`src/cle_pkg.sv`:
```
package cle_pkg;

  localparam int LEN_W      = 6;
  localparam int STEP_W     = 4;
  localparam int TABLE_SIZE = 14;
  localparam int NAME_W     = 16;

  localparam logic [7:0] CH_CR     = 8'd13;
  localparam logic [7:0] CH_LF     = 8'd10;
  localparam logic [7:0] CH_DEL    = 8'd127;
  localparam logic [7:0] CH_BS     = 8'd8;
  localparam logic [7:0] CH_SPACE  = 8'd32;
  localparam logic [7:0] CH_PROMPT = 8'd62;

  localparam logic [1:0] KIND_TX  = 2'd0;
  localparam logic [1:0] KIND_CMD = 2'd1;
  localparam logic [1:0] KIND_ARG = 2'd2;

  // names are right-justified in the packed word, first char in the highest byte of the name
  localparam logic [8*NAME_W-1:0] NAME_TEXT [TABLE_SIZE] = '{
    "flush", "print", "lab1results", "lab2results", "lab3results", "lab4results",
    "robot", "dir", "delete", "type", "format", "jitter", "dft", "?"
  };
  localparam int NAME_LEN [TABLE_SIZE] = '{5, 5, 11, 11, 11, 11, 5, 3, 6, 4, 6, 6, 3, 1};

  function automatic logic [7:0] name_char(input int idx, input logic [LEN_W-1:0] pos);
    int p;
    p = int'(pos);
    if (p >= NAME_LEN[idx]) begin
      return 8'd0;
    end
    return NAME_TEXT[idx][8*(NAME_LEN[idx]-1-p) +: 8];
  endfunction

  // microprogram step addresses
  localparam logic [STEP_W-1:0] ST_IDLE     = 4'd0;
  localparam logic [STEP_W-1:0] ST_TEST_EOL = 4'd1;
  localparam logic [STEP_W-1:0] ST_TEST_ERS = 4'd2;
  localparam logic [STEP_W-1:0] ST_TEST_FUL = 4'd3;
  localparam logic [STEP_W-1:0] ST_STORE    = 4'd4;
  localparam logic [STEP_W-1:0] ST_ERASE    = 4'd5;
  localparam logic [STEP_W-1:0] ST_ERS_BS0  = 4'd6;
  localparam logic [STEP_W-1:0] ST_ERS_SP   = 4'd7;
  localparam logic [STEP_W-1:0] ST_ERS_BS1  = 4'd8;
  localparam logic [STEP_W-1:0] ST_EOL      = 4'd9;
  localparam logic [STEP_W-1:0] ST_EOL_LF   = 4'd10;
  localparam logic [STEP_W-1:0] ST_SCAN     = 4'd11;
  localparam logic [STEP_W-1:0] ST_MATCH    = 4'd12;
  localparam logic [STEP_W-1:0] ST_CMD      = 4'd13;
  localparam logic [STEP_W-1:0] ST_ARG      = 4'd14;
  localparam logic [STEP_W-1:0] ST_PROMPT   = 4'd15;

  typedef enum logic [2:0] {
    E_NONE, E_ECHO, E_BS, E_SP, E_LF, E_CMD, E_ARG, E_PROMPT
  } emit_t;

  typedef enum logic [2:0] {
    A_NONE, A_ACCEPT, A_STORE, A_LEN_DEC, A_SCAN, A_MATCH, A_PTR_INC, A_FINISH
  } act_t;

  typedef enum logic [3:0] {
    C_NEVER, C_ALWAYS, C_NO_IN, C_EOL, C_ERASE, C_FULL, C_EMPTY,
    C_TOK_MORE, C_NO_ARGS, C_ARG_MORE
  } cond_t;

  typedef enum logic [1:0] {
    G_ALWAYS, G_TAKEN, G_NOT_TAKEN
  } gate_t;

  typedef struct packed {
    emit_t             emit;
    logic              last;
    act_t              act;
    gate_t             gate;
    cond_t             cond;
    logic [STEP_W-1:0] target;
  } uword_t;

  typedef struct packed {
    logic no_in;
    logic eol;
    logic erase;
    logic full;
    logic empty;
    logic tok_more;
    logic no_args;
    logic arg_more;
  } cond_flags_t;

  typedef struct packed {
    emit_t emit;
    logic  last;
    act_t  act;
    logic  fire;
    logic  idle;
  } ctrl_t;

endpackage

```
`src/cle_if.sv`:
```
interface cle_in_if;
  logic       valid;
  logic       ready;
  logic [7:0] rx_byte;

  modport source(output valid, output rx_byte, input ready);
  modport sink(input valid, input rx_byte, output ready);
endinterface

interface cle_out_if;
  logic        valid;
  logic        ready;
  logic [1:0]  kind;
  logic [7:0]  out_byte;
  logic [3:0]  command_id;
  logic        has_args;
  logic [15:0] line_number;
  logic        last;

  modport source(output valid, output kind, output out_byte, output command_id,
                 output has_args, output line_number, output last, input ready);
  modport sink(input valid, input kind, input out_byte, input command_id,
               input has_args, input line_number, input last, output ready);
endinterface

```
`src/cle_seq.sv`:
```
module cle_seq (
  input  logic                 clk,
  input  logic                 rst,
  input  cle_pkg::cond_flags_t flags,
  input  logic                 out_busy,
  output cle_pkg::ctrl_t       ctrl
);

  function automatic cle_pkg::uword_t ucode(input logic [cle_pkg::STEP_W-1:0] s);
    cle_pkg::uword_t w;
    w = '{emit: cle_pkg::E_NONE, last: 1'b0, act: cle_pkg::A_NONE,
          gate: cle_pkg::G_ALWAYS, cond: cle_pkg::C_NEVER, target: cle_pkg::ST_IDLE};
    case (s)
      cle_pkg::ST_IDLE: begin
        w.cond = cle_pkg::C_NO_IN; w.target = cle_pkg::ST_IDLE;
        w.act = cle_pkg::A_ACCEPT; w.gate = cle_pkg::G_NOT_TAKEN;
      end
      cle_pkg::ST_TEST_EOL: begin
        w.cond = cle_pkg::C_EOL; w.target = cle_pkg::ST_EOL;
      end
      cle_pkg::ST_TEST_ERS: begin
        w.cond = cle_pkg::C_ERASE; w.target = cle_pkg::ST_ERASE;
      end
      cle_pkg::ST_TEST_FUL: begin
        w.cond = cle_pkg::C_FULL; w.target = cle_pkg::ST_IDLE;
      end
      cle_pkg::ST_STORE: begin
        w.emit = cle_pkg::E_ECHO; w.last = 1'b1; w.act = cle_pkg::A_STORE;
        w.cond = cle_pkg::C_ALWAYS; w.target = cle_pkg::ST_IDLE;
      end
      cle_pkg::ST_ERASE: begin
        w.cond = cle_pkg::C_EMPTY; w.target = cle_pkg::ST_IDLE;
      end
      cle_pkg::ST_ERS_BS0: begin
        w.emit = cle_pkg::E_BS; w.act = cle_pkg::A_LEN_DEC;
      end
      cle_pkg::ST_ERS_SP: begin
        w.emit = cle_pkg::E_SP;
      end
      cle_pkg::ST_ERS_BS1: begin
        w.emit = cle_pkg::E_BS; w.last = 1'b1;
        w.cond = cle_pkg::C_ALWAYS; w.target = cle_pkg::ST_IDLE;
      end
      cle_pkg::ST_EOL: begin
        w.cond = cle_pkg::C_EMPTY; w.target = cle_pkg::ST_IDLE;
      end
      cle_pkg::ST_EOL_LF: begin
        w.emit = cle_pkg::E_LF;
      end
      cle_pkg::ST_SCAN: begin
        w.cond = cle_pkg::C_TOK_MORE; w.target = cle_pkg::ST_SCAN;
        w.act = cle_pkg::A_SCAN; w.gate = cle_pkg::G_TAKEN;
      end
      cle_pkg::ST_MATCH: begin
        w.act = cle_pkg::A_MATCH;
      end
      cle_pkg::ST_CMD: begin
        w.emit = cle_pkg::E_CMD;
        w.cond = cle_pkg::C_NO_ARGS; w.target = cle_pkg::ST_PROMPT;
      end
      cle_pkg::ST_ARG: begin
        w.emit = cle_pkg::E_ARG; w.act = cle_pkg::A_PTR_INC; w.gate = cle_pkg::G_TAKEN;
        w.cond = cle_pkg::C_ARG_MORE; w.target = cle_pkg::ST_ARG;
      end
      cle_pkg::ST_PROMPT: begin
        w.emit = cle_pkg::E_PROMPT; w.last = 1'b1; w.act = cle_pkg::A_FINISH;
        w.cond = cle_pkg::C_ALWAYS; w.target = cle_pkg::ST_IDLE;
      end
      default: begin
        w.cond = cle_pkg::C_ALWAYS; w.target = cle_pkg::ST_IDLE;
      end
    endcase
    return w;
  endfunction

  logic [cle_pkg::STEP_W-1:0] step;
  logic [cle_pkg::STEP_W-1:0] step_next;
  cle_pkg::uword_t            word;
  logic                       taken;
  logic                       fire_raw;
  logic                       stall;

  always_comb begin
    word = ucode(step);
    case (word.cond)
      cle_pkg::C_NEVER:    taken = 1'b0;
      cle_pkg::C_ALWAYS:   taken = 1'b1;
      cle_pkg::C_NO_IN:    taken = flags.no_in;
      cle_pkg::C_EOL:      taken = flags.eol;
      cle_pkg::C_ERASE:    taken = flags.erase;
      cle_pkg::C_FULL:     taken = flags.full;
      cle_pkg::C_EMPTY:    taken = flags.empty;
      cle_pkg::C_TOK_MORE: taken = flags.tok_more;
      cle_pkg::C_NO_ARGS:  taken = flags.no_args;
      cle_pkg::C_ARG_MORE: taken = flags.arg_more;
      default:             taken = 1'b0;
    endcase
    case (word.gate)
      cle_pkg::G_TAKEN:     fire_raw = taken;
      cle_pkg::G_NOT_TAKEN: fire_raw = !taken;
      default:              fire_raw = 1'b1;
    endcase
    // a step that emits waits for the output register to free up
    stall = fire_raw && (word.emit != cle_pkg::E_NONE) && out_busy;
    if (stall) begin
      step_next = step;
    end else if (taken) begin
      step_next = word.target;
    end else begin
      step_next = step + 1'b1;
    end
    ctrl.emit = word.emit;
    ctrl.last = word.last;
    ctrl.act  = word.act;
    ctrl.fire = fire_raw && !stall;
    ctrl.idle = (step == cle_pkg::ST_IDLE);
  end

  always_ff @(posedge clk) begin
    if (rst) begin
      step <= cle_pkg::ST_IDLE;
    end else begin
      step <= step_next;
    end
  end

endmodule

```
`src/command_line_editor_matcher.sv`:
```
// Channel   Modport          Payload
// bytes     cle_in_if.sink   rx_byte[7:0]
// results   cle_out_if.source kind, out_byte, command_id, has_args, line_number, last
//
// One byte in work at a time. End of line scans the token in the line buffer and,
// when a space ends the token, walks the argument bytes; the line buffer has one
// read port, walked one byte per cycle unless the output register holds a result.
// Reset (rst, synchronous): empty line, line counter 3, no result pending.
// A result held in the output register stalls only steps that emit.
module command_line_editor_matcher #(
  parameter int LINE_MAX  = 49,
  parameter int NUM_NAMES = 14,
  parameter int NAME_MAX  = 11
) (
  input  logic             clk,
  input  logic             rst,
  cle_in_if.sink           bytes,
  cle_out_if.source        results
);

  localparam int ADDR_W = (LINE_MAX > 1) ? $clog2(LINE_MAX) : 1;

  cle_pkg::ctrl_t       ctrl;
  cle_pkg::cond_flags_t flags;

  logic [7:0]                    line_store [LINE_MAX];
  logic [cle_pkg::LEN_W-1:0]     len;
  logic [15:0]                   line_counter;
  logic [cle_pkg::LEN_W-1:0]     ptr;
  logic [cle_pkg::LEN_W-1:0]     ptr_next;
  logic [7:0]                    rx;
  logic [7:0]                    rdata;
  logic                          args;
  logic [3:0]                    cmd;
  logic [cle_pkg::TABLE_SIZE-1:0] alive;
  logic [cle_pkg::TABLE_SIZE-1:0] alive_init;
  logic [cle_pkg::TABLE_SIZE-1:0] alive_scan;
  logic [3:0]                    cmd_hit;
  logic                          out_busy;
  logic                          out_valid;
  logic                          load;

  assign out_busy = out_valid && !results.ready;

  cle_seq u_seq (
    .clk      (clk),
    .rst      (rst),
    .flags    (flags),
    .out_busy (out_busy),
    .ctrl     (ctrl)
  );

  assign bytes.ready = ctrl.idle;

  always_comb begin
    flags.no_in    = !bytes.valid;
    flags.eol      = (rx == cle_pkg::CH_CR) || (rx == cle_pkg::CH_LF);
    flags.erase    = (rx == cle_pkg::CH_DEL) || (rx == cle_pkg::CH_BS);
    flags.full     = (len >= cle_pkg::LEN_W'(LINE_MAX));
    flags.empty    = (len == '0);
    flags.tok_more = (ptr != len) && (rdata != 8'd0) && (rdata != cle_pkg::CH_SPACE);
    flags.no_args  = !args;
    flags.arg_more = (ptr != len) && (rdata != 8'd0);
  end

  // name matching runs alongside the token scan, all table entries at once
  always_comb begin
    int  nl;
    logic found;
    found   = 1'b0;
    cmd_hit = 4'(NUM_NAMES);
    for (int i = 0; i < cle_pkg::TABLE_SIZE; i++) begin
      nl = (cle_pkg::NAME_LEN[i] > NAME_MAX) ? NAME_MAX : cle_pkg::NAME_LEN[i];
      alive_init[i] = (i < NUM_NAMES);
      alive_scan[i] = alive[i] && (ptr < cle_pkg::LEN_W'(nl))
                      && (rdata == cle_pkg::name_char(i, ptr));
      if (!found && alive[i] && (ptr == cle_pkg::LEN_W'(nl))) begin
        found   = 1'b1;
        cmd_hit = 4'(i);
      end
    end
  end

  always_comb begin
    ptr_next = ptr;
    if (ctrl.fire) begin
      case (ctrl.act)
        cle_pkg::A_ACCEPT:  ptr_next = '0;
        cle_pkg::A_SCAN,
        cle_pkg::A_MATCH,
        cle_pkg::A_PTR_INC: ptr_next = ptr + 1'b1;
        default:            ptr_next = ptr;
      endcase
    end
  end

  // read at the next pointer so rdata tracks line_store[ptr]
  always_ff @(posedge clk) begin
    if (ctrl.fire && (ctrl.act == cle_pkg::A_STORE)) begin
      line_store[len[ADDR_W-1:0]] <= rx;
    end
    rdata <= line_store[ptr_next[ADDR_W-1:0]];
  end

  always_ff @(posedge clk) begin
    if (rst) begin
      len          <= '0;
      line_counter <= 16'd3;
      ptr          <= '0;
    end else begin
      ptr <= ptr_next;
      if (ctrl.fire) begin
        case (ctrl.act)
          cle_pkg::A_STORE:   len <= len + 1'b1;
          cle_pkg::A_LEN_DEC: len <= len - 1'b1;
          cle_pkg::A_FINISH: begin
            len          <= '0;
            line_counter <= line_counter + 16'd1;
          end
          default: ;
        endcase
      end
    end
  end

  always_ff @(posedge clk) begin
    if (ctrl.fire) begin
      case (ctrl.act)
        cle_pkg::A_ACCEPT: begin
          rx    <= bytes.rx_byte;
          alive <= alive_init;
          args  <= 1'b0;
        end
        cle_pkg::A_SCAN: alive <= alive_scan;
        cle_pkg::A_MATCH: begin
          cmd  <= cmd_hit;
          args <= (ptr != len) && (rdata == cle_pkg::CH_SPACE);
        end
        default: ;
      endcase
    end
  end

  assign load = ctrl.fire && (ctrl.emit != cle_pkg::E_NONE);

  always_ff @(posedge clk) begin
    if (rst) begin
      out_valid <= 1'b0;
    end else if (load) begin
      out_valid <= 1'b1;
    end else if (results.ready) begin
      out_valid <= 1'b0;
    end
  end

  always_ff @(posedge clk) begin
    if (load) begin
      results.kind        <= cle_pkg::KIND_TX;
      results.command_id  <= 4'd0;
      results.has_args    <= 1'b0;
      results.line_number <= 16'd0;
      results.last        <= ctrl.last;
      case (ctrl.emit)
        cle_pkg::E_ECHO:   results.out_byte <= rx;
        cle_pkg::E_BS:     results.out_byte <= cle_pkg::CH_BS;
        cle_pkg::E_SP:     results.out_byte <= cle_pkg::CH_SPACE;
        cle_pkg::E_LF:     results.out_byte <= cle_pkg::CH_LF;
        cle_pkg::E_PROMPT: results.out_byte <= cle_pkg::CH_PROMPT;
        cle_pkg::E_CMD: begin
          results.kind        <= cle_pkg::KIND_CMD;
          results.out_byte    <= 8'd0;
          results.command_id  <= cmd;
          results.has_args    <= args;
          results.line_number <= line_counter;
        end
        cle_pkg::E_ARG: begin
          results.kind     <= cle_pkg::KIND_ARG;
          results.out_byte <= rdata;
        end
        default: results.out_byte <= 8'd0;
      endcase
    end
  end

  assign results.valid = out_valid;

  a_len_bound: assert property (@(posedge clk) disable iff (rst)
    len <= cle_pkg::LEN_W'(LINE_MAX))
    else $error("line length beyond buffer");

  a_one_at_a_time: assert property (@(posedge clk) disable iff (rst)
    (bytes.valid && bytes.ready) |=> !bytes.ready)
    else $error("byte taken while previous one still in work");

  a_cmd_line: assert property (@(posedge clk) disable iff (rst)
    (results.valid && (results.kind == cle_pkg::KIND_CMD))
      |-> (results.line_number == line_counter))
    else $error("line counter moved before command transfer");

endmodule
```
`src/flat_wrapper.sv`:
```
// flat-port wrapper written by rule: the top's interface ports become plain ports
module command_line_editor_matcher_flat 
#(
  parameter int LINE_MAX  = 49,
  parameter int NUM_NAMES = 14,
  parameter int NAME_MAX  = 11
)
  (clk, rst, bytes_valid, bytes_rx_byte, bytes_ready, results_valid, results_kind, results_out_byte, results_command_id, results_has_args, results_line_number, results_last, results_ready);
  cle_in_if bytes_i ();
  cle_out_if results_i ();
  input  logic clk;
  input  logic rst;
  input wire logic [$bits(bytes_i.valid)-1:0] bytes_valid;
  input wire logic [$bits(bytes_i.rx_byte)-1:0] bytes_rx_byte;
  output wire logic [$bits(bytes_i.ready)-1:0] bytes_ready;
  output wire logic [$bits(results_i.valid)-1:0] results_valid;
  output wire logic [$bits(results_i.kind)-1:0] results_kind;
  output wire logic [$bits(results_i.out_byte)-1:0] results_out_byte;
  output wire logic [$bits(results_i.command_id)-1:0] results_command_id;
  output wire logic [$bits(results_i.has_args)-1:0] results_has_args;
  output wire logic [$bits(results_i.line_number)-1:0] results_line_number;
  output wire logic [$bits(results_i.last)-1:0] results_last;
  input wire logic [$bits(results_i.ready)-1:0] results_ready;
  assign bytes_i.valid = bytes_valid;
  assign bytes_i.rx_byte = bytes_rx_byte;
  assign bytes_ready = bytes_i.ready;
  assign results_valid = results_i.valid;
  assign results_kind = results_i.kind;
  assign results_out_byte = results_i.out_byte;
  assign results_command_id = results_i.command_id;
  assign results_has_args = results_i.has_args;
  assign results_line_number = results_i.line_number;
  assign results_last = results_i.last;
  assign results_i.ready = results_ready;
  command_line_editor_matcher #(.LINE_MAX(LINE_MAX), .NUM_NAMES(NUM_NAMES), .NAME_MAX(NAME_MAX)) u_core (.clk(clk), .rst(rst), .bytes(bytes_i), .results(results_i));
endmodule
```
`config.mk`:
```
export PLATFORM = sky130hd
export DESIGN_NAME = command_line_editor_matcher_flat
export DESIGN_NICKNAME = d
export VERILOG_FILES = /design/src/cle_pkg.sv /design/src/cle_if.sv /design/src/cle_seq.sv /design/src/command_line_editor_matcher.sv /design/src/flat_wrapper.sv
export SDC_FILE = /design/constraint.sdc
export NUM_CORES = 1
export LEC_CHECK = 0
export ABC_AREA = 1
export BUFFER_PORTS_ARGS = -buffer_cell sky130_fd_sc_hd__buf_2
export CAP_MARGIN = 20
export CORE_MARGIN = 2
export CORE_UTILIZATION = 40
export DETAILED_ROUTE_END_ITERATION = 8
export GPL_TIMING_DRIVEN = 0
export HOLD_SLACK_MARGIN = 0.12
export MAX_ROUTING_LAYER = met4
export SLEW_MARGIN = 20
export SYNTH_ARGS = -nofsm -noshare
export SYNTH_HDL_FRONTEND = slang
export SYNTH_SLANG_ARGS = --single-unit
```
`constraint.sdc`:
```
create_clock -name clk -period 4.5 [get_ports clk]
set_clock_uncertainty 0.05 [all_clocks]
set_input_delay 0.225 -clock clk [delete_from_list [all_inputs] [get_ports clk]]
set_output_delay 0.225 -clock clk [all_outputs]
set_load 0.05 [all_outputs]
```
# Word level (Yosys, flattened, before mapping)
# Memories as Yosys holds them, arrays and structs flattened. A register that Yosys moved wholly into a read port is not among the register bits.
# Index checks and enable logic that the tools add are counted.
# word_totals
register_bits	92
latchBits	0
ramBits	392
romBits	0
inputBits	12
output_inout_bits	34
wordCells	299
mem_count	1
# op_classes
addsub	11
multipliers	0
div_mod_pow	0
order_cmp	13
eq_ne	67
shifts	14
n_mux	71
bitwise_logic	0
reduce_logical	105
# mem_list
name	depth	word_bits	read_ports	rd_clocked_by_memory_dff	write_ports	line	source
u_core.line_store	49	8	1	1	1	command_line_editor_matcher.sv:26	logic [7:0] line_store [LINE_MAX];
# op_table
cell	n
variable part select 128 x 32 -> 8 bit (first input constant)	14
2-to-1 mux 8 bit	20
equality test 8 bit	14
case mux 8 bit (9 select lines)	1
logical AND 1 bit	64
case mux 8 bit (6 select lines)	1
case mux 3 bit (7 select lines)	2
equality test 4 bit (second input constant)	10
2-to-1 mux 4 bit	9
equality test 4 x 3 -> 1 bit (second input constant)	8
case mux 14 bit (2 select lines)	1
2-to-1 mux 1 bit	25
equality test 3 bit (second input constant)	8
equality test 8 x 4 -> 1 bit (second input constant)	3
equality test 6 x 3 -> 1 bit (second input constant)	3
>= comparator 6 x 3 -> 1 bit (second input constant)	3
logical NOT 1 bit	18
< comparator 6 x 3 -> 1 bit (second input constant)	3
case mux 6 bit (3 select lines)	1
adder 16 x 1 -> 16 bit (second input constant)	1
equality test 4 x 2 -> 1 bit (second input constant)	4
subtractor 2 x 6 -> 7 bit (first input constant)	2
subtractor 3 x 6 -> 7 bit (first input constant)	2
adder 6 x 1 -> 6 bit (second input constant)	2
39 further kinds	62

# Depth between registers and ports, before layout
# logic_depth
depth_word	55
mapped_depth	27
ltp_nobuf	26

# By module
# From an unflattened synthesis, not the netlist that was laid out.
# unflattened
cells_unflattened	2270
area_unflattened_um2	23319.9
# modules_own_cells
mod	n_inst	cells_each	area_per_inst_um2	seq_area_each_um2
command_line_editor_matcher	1	2133	22525.4	14283.7
cle_seq	1	137	794.5	80.1

# Worst setup path before layout
# OpenSTA, ideal clock, no wires.
# synth_path
path_kind	reg-to-reg
start	register u_core.rx[3]
end	register u_core.results.command_id[0], enable pin
setup_time_ps	422
arrival_ps	3520
t_required_ps	4028
slack_ps	508
stages_incl_launch_ff	14
n_path_buf	1
period_less_slack_ps	3992
cell_sequence	edfxtp_1 > nand2_1 > o21ai_0 > nand3_1 > nand2_1 > nand2_1 > a21oi_1 > nor2_1 > nand2_2 > nand2_1 > nand3_2 > nand2_2 > buf_6 > nor2_1
# synth_via
elab_chain_cells	10
elab_cells_between_ends	14
classes_between	eq/ne (4); mux (2); reduce/logical (8)
# synth_rtl
item	line	source
from (decl)	command_line_editor_matcher.sv:31	logic [7:0] rx;
from (signal assigned)	command_line_editor_matcher.sv:130	rx <= bytes.rx_byte;
equality test 8 x 7 -> 1 bit, or another cell as far along	command_line_editor_matcher.sv:58	flags.erase = (rx == cle_pkg::CH_DEL) || (rx == cle_pkg::CH_BS);
logical OR 1 bit, on equally long branches	command_line_editor_matcher.sv:58, command_line_editor_matcher.sv:57	
case mux 1 bit (9 select lines) *	cle_seq.sv:85	case (word.cond)
logical NOT 1 bit	cle_seq.sv:100	cle_pkg::G_NOT_TAKEN: fire_raw = !taken;
case mux 1 bit (2 select lines) *	cle_seq.sv:98	case (word.gate)
logical AND 1 bit (2 in a row)	cle_seq.sv:104	stall = fire_raw && (word.emit != cle_pkg::E_NONE) && out_busy;
logical NOT 1 bit	cle_seq.sv:115	ctrl.fire = fire_raw && !stall;
logical AND 1 bit *	cle_seq.sv:115	
logical AND 1 bit *	command_line_editor_matcher.sv:144	assign load = ctrl.fire && (ctrl.emit != cle_pkg::E_NONE);
via u_core.load	command_line_editor_matcher.sv:41	logic load;
to (signal assigned)	command_line_editor_matcher.sv:172	results.command_id <= cmd;
to (decl)	cle_if.sv:20	modport source(output valid, output kind, output out_byte, output command_id,
# Mark *: on every way through the listed nets, which the timed path passes. The rest lies on a longest branch.
# A chain may end at the register's enable or synchronous reset.

# Final worst setup path
# layout_path
start	register u_core.u_seq.step[0] in the netlist's numbering
end	memory u_core.line_store[3][2], enable pin
# layout_via
elab_chain_cells	14
elab_cells_between_ends	47
classes_between	eq/ne (27); mux (8); reduce/logical (12)
# layout_rtl
item	line	source
from (decl)	cle_seq.sv:76	logic [cle_pkg::STEP_W-1:0] step;
from (signal assigned)	cle_seq.sv:121	step <= cle_pkg::ST_IDLE;
from (signal assigned)	cle_seq.sv:123	step <= step_next;
equality test 4 bit / equality test 4 x 3 -> 1 bit (equally long branches)	cle_seq.sv:13	case (s)
OR reduction 3 bit (no line) / OR reduction 2 bit (equally long branches)	-	
case mux 8 bit (9 select lines)	cle_seq.sv:13	
equality test 4 bit, or another cell as far along	cle_seq.sv:85	
case mux 1 bit (9 select lines)	cle_seq.sv:85	
logical NOT 1 bit	cle_seq.sv:100	
case mux 1 bit (2 select lines)	cle_seq.sv:98	
logical AND 1 bit (2 in a row)	cle_seq.sv:104	
logical NOT 1 bit	cle_seq.sv:115	
logical AND 1 bit	cle_seq.sv:115	
logical AND 1 bit *	command_line_editor_matcher.sv:99	if (ctrl.fire && (ctrl.act == cle_pkg::A_STORE)) begin
2-to-1 mux 1 bit *	command_line_editor_matcher.sv:99	
2-to-1 mux 1 bit (implied by the code) *	command_line_editor_matcher.sv:100	line_store[len[ADDR_W-1:0]] <= rx;
to (decl)	command_line_editor_matcher.sv:26	
# Every way passes the cells marked *; elsewhere a longest branch is shown, timed or not.

==> run summary <==
Post-synth EDFFs - 451
RSZ-0062 raised after global routing - true
commonest non-fill, non-tap cell in the layout - edfxtp_1
startpoint types - flip-flop
drt wl/cell - 21.8 um
TritonCTS clock tree - yes
diodes inserted - 0
Tightest Hold Check Type - in -> reg
I/O pin total - 46
CP Capture Type - flip-flop
met2 wire length - 35900 um
Seq/Total Area, Yosys - 59.6%
Longest Clk Path Bufs - 3
vias in the first global route - 18000
post-route clock period utilization - 99.0%
Warnings, synthesis - 0
Mean Syn Cell Area - 9.68 sq um
initial DRC count - 1876
Detail Route Antenna Nets - 0
CTS clk-pin slew, worst paths - 0.06 ns
share of cells above drive strength 1 - 12.1%
Final setup viols - 0
post-synthesis register bit count - 492
Met1 Routed Length - 30900 um
Critical Path AT - 4.63 ns
synth unique cells - 49
die height - 249 um
final design instance area without fill - 0.0276 sq mm
fin crit period - 4.45 ns
hold slack - 0.283 ns
area post-placement - 0.0258 sq mm
Power, Total - 13.7 mW
Max-Cap Viols - 0
Die Wd - 249 um
maximum vdd drop - 0.347 mV
first-pass GRT wire length - 111000 um
total gr overflow - 0
Core Rows - 89
Core Footprint - 0.0592 sq mm
max-slew violation count - 0
CTS sink count - 492
top sig layer - met4
CTS buffer count - 53
Remaining DRCs - 0
Filler cells - 5540
DIE AREA - 0.0622 sq mm
most frequent cells in the layout - edfxtp_1 (451), nand2_1 (426), nand3_1 (425)
leading area contributor after synthesis - edfxtp_1
PD cells - 496 mW/mm^2
Worst Max-Slew Pin Slew - 0.968 ns
CP Max Fanout - 10
H-tree depth - 2
largest net degree at the start of global routing - 24
Min-Delay Path Depth - 2
Post-synth top flop - edfxtp_1
Mapped Cells - 2489
asr flop ratio synth - 0%
GP Congestion - 0.941
Syn-to-layout area delta - 14.8%
post-DR vias/cell - 5.43
Root Buffer - clkbuf_16
Clock Latency Late Sink - 0.61 ns
nets - 2667
initial antenna violation count - 1
DR pass1 iterations - 6
number of port buffers - 44
top-area cell type share of the netlist area - 56.2%
GRT Overall Usage - 24.5%
Routed WL - 75000 um
number of vias in the routed layout - 18700
CP required - 4.68 ns
final hold vios - 0
Fmax - 225 MHz
Static Leak - 10.9 nW
initial core utilization - 40.7%
most area-consuming cells after synthesis - edfxtp_1 (56%), nand3_1 (8.8%), nand2_1 (6.6%)
r2r worst-path depth - 18
relative slew slack - 35.0%
status - finished clean
Post-Syn Nets - 2526
synthesized cell area - 0.0241 sq mm
WS Path Type - reg -> reg
HPWL after DPL - 54900 um
met3 wire length - 5490 um
-- power by group --
group          total, mW  internal (mW)  switching, mW
clock               4.18           2.38           1.79
combinational       3.46          0.963           2.50
sequential          6.07           5.82          0.249
-- worst paths after layout --
kind                      startpoint                       to  slack, ns
max reg2reg     u_core.u_seq.step[0]  u_core.line_store[3][2]       0.05
min                 bytes_rx_byte[2]             u_core.rx[2]       0.28
min reg2reg  u_core.line_counter[14]  u_core.line_counter[14]       0.40
max             u_core.u_seq.step[0]  u_core.line_store[3][2]       0.05
-- kinds of logic (layout without fill, tap and decap cells) --
kind of cell,count (synthesis),in the layout,share of synthesized area [%]
flops,492,492,59.6
simple gates,1229,1229,23.9
buf+inv,508,690,8.69
compound gates,192,192,4.89
xor+xnor,43,43,1.56
fa+ha+maj,25,25,1.33
-- metal layers --
| metal | track usage (%) | vias up |
|---|---|---|
| met2 | 40.3 | 831 |
| met3 | 3.15 | 178 |
| met5 | - | - |
| li1 | - | 8722 |
| met1 | 31.0 | 8982 |
| met4 | 9.45 | 0 |
-- synth_stat cells, types with 2 or more instances --
cell type / n
a211oi_1: 10
a21oi_1: 40
a31oi_1: 5
buf_1: 2
buf_2: 65
buf_4: 16
buf_6: 6
clkbuf_1: 27
clkinv_1: 5
dfxtp_1: 41
edfxtp_1: 451
ha_1: 24
inv_1: 371
inv_2: 16
nand2_1: 426
nand2_2: 6
nand2_4: 2
nand3_1: 425
nand3_2: 5
nand3b_1: 94
nand4_1: 25
nor2_1: 189
nor2_2: 3
nor3_1: 32
nor3b_1: 3
nor4_1: 12
o2111ai_1: 4
o211ai_1: 31
o21a_1: 2
o21ai_0: 73
o21ai_1: 4
o221ai_1: 2
o22ai_1: 7
o22ai_4: 2
o31ai_1: 5
or2_2: 4
xor2_1: 42
-- area by class of cell --
type	instances	area, sq um	share of cell area, %
Inverter	392	1480	5.35
Clock buffer	66	1380	4.97
Timing Repair Buffer	86	825	2.98
Multi-Input combinational cell	1489	7750	28.1
Buffer	116	626	2.26
Sequential cell	492	14400	52.0
Tap cell	773	967	3.50
Clock inverter	30	253	0.914
-- sequential cells by signal, summed over array words and instances (netlist names), 6 cells and up --
register / cells
u_core.ptr: 6
u_core.results.out_byte: 8
u_core.rdata: 8
u_core.len: 6
u_core.results.line_number: 16
u_core.line_counter: 16
u_core.line_store: 392
u_core.rx: 8
u_core.alive: 14
-- critical path, stage by stage, from the launching register on --
cell and delay, ns:
dfxtp_1 0.40, inv_1 0.10, ha_1 0.28, nand3_1 0.23
nand3_1 0.13, nor2_1 0.22, nand4_1 0.12, nand2_1 0.08
inv_1 0.04, nand2_1 0.07, nand2_1 0.08, nand2_2 0.16
nand2_1 0.09, nand3_2 0.11, nand2_2 0.10, buf_6 0.18
nor2_2 0.49, nand3_1 0.38, nor2_1 0.75
-- stage by stage --
step	std cells	setup slack [ns]	util (%)	setup TNS (ns)
floorplan	2489	0.508	-	0
global placement	3306	-1.75	42.7	-557.85
detailed placement	3334	-0.462	43.5	-34.13
CTS	3442	0.0300	46.5	0
global route	3444	-0.171	46.7	-9.55
finish	3444	0.0472	46.7	0
-- repair_timing --
| action | 4_1_cts | 5_1_grt |
|---|---|---|
| setup buffers | 2 | 2 |
| setup endpoints to repair | 102 | 306 |
| hold buffers | 10 | 0 |
| endpoints found under the hold margin | 14 | 0 |
| gates resized for setup | 14 | 28 |
| pin swaps | 2 | 0 |
(Power assumes the default switching activity.)
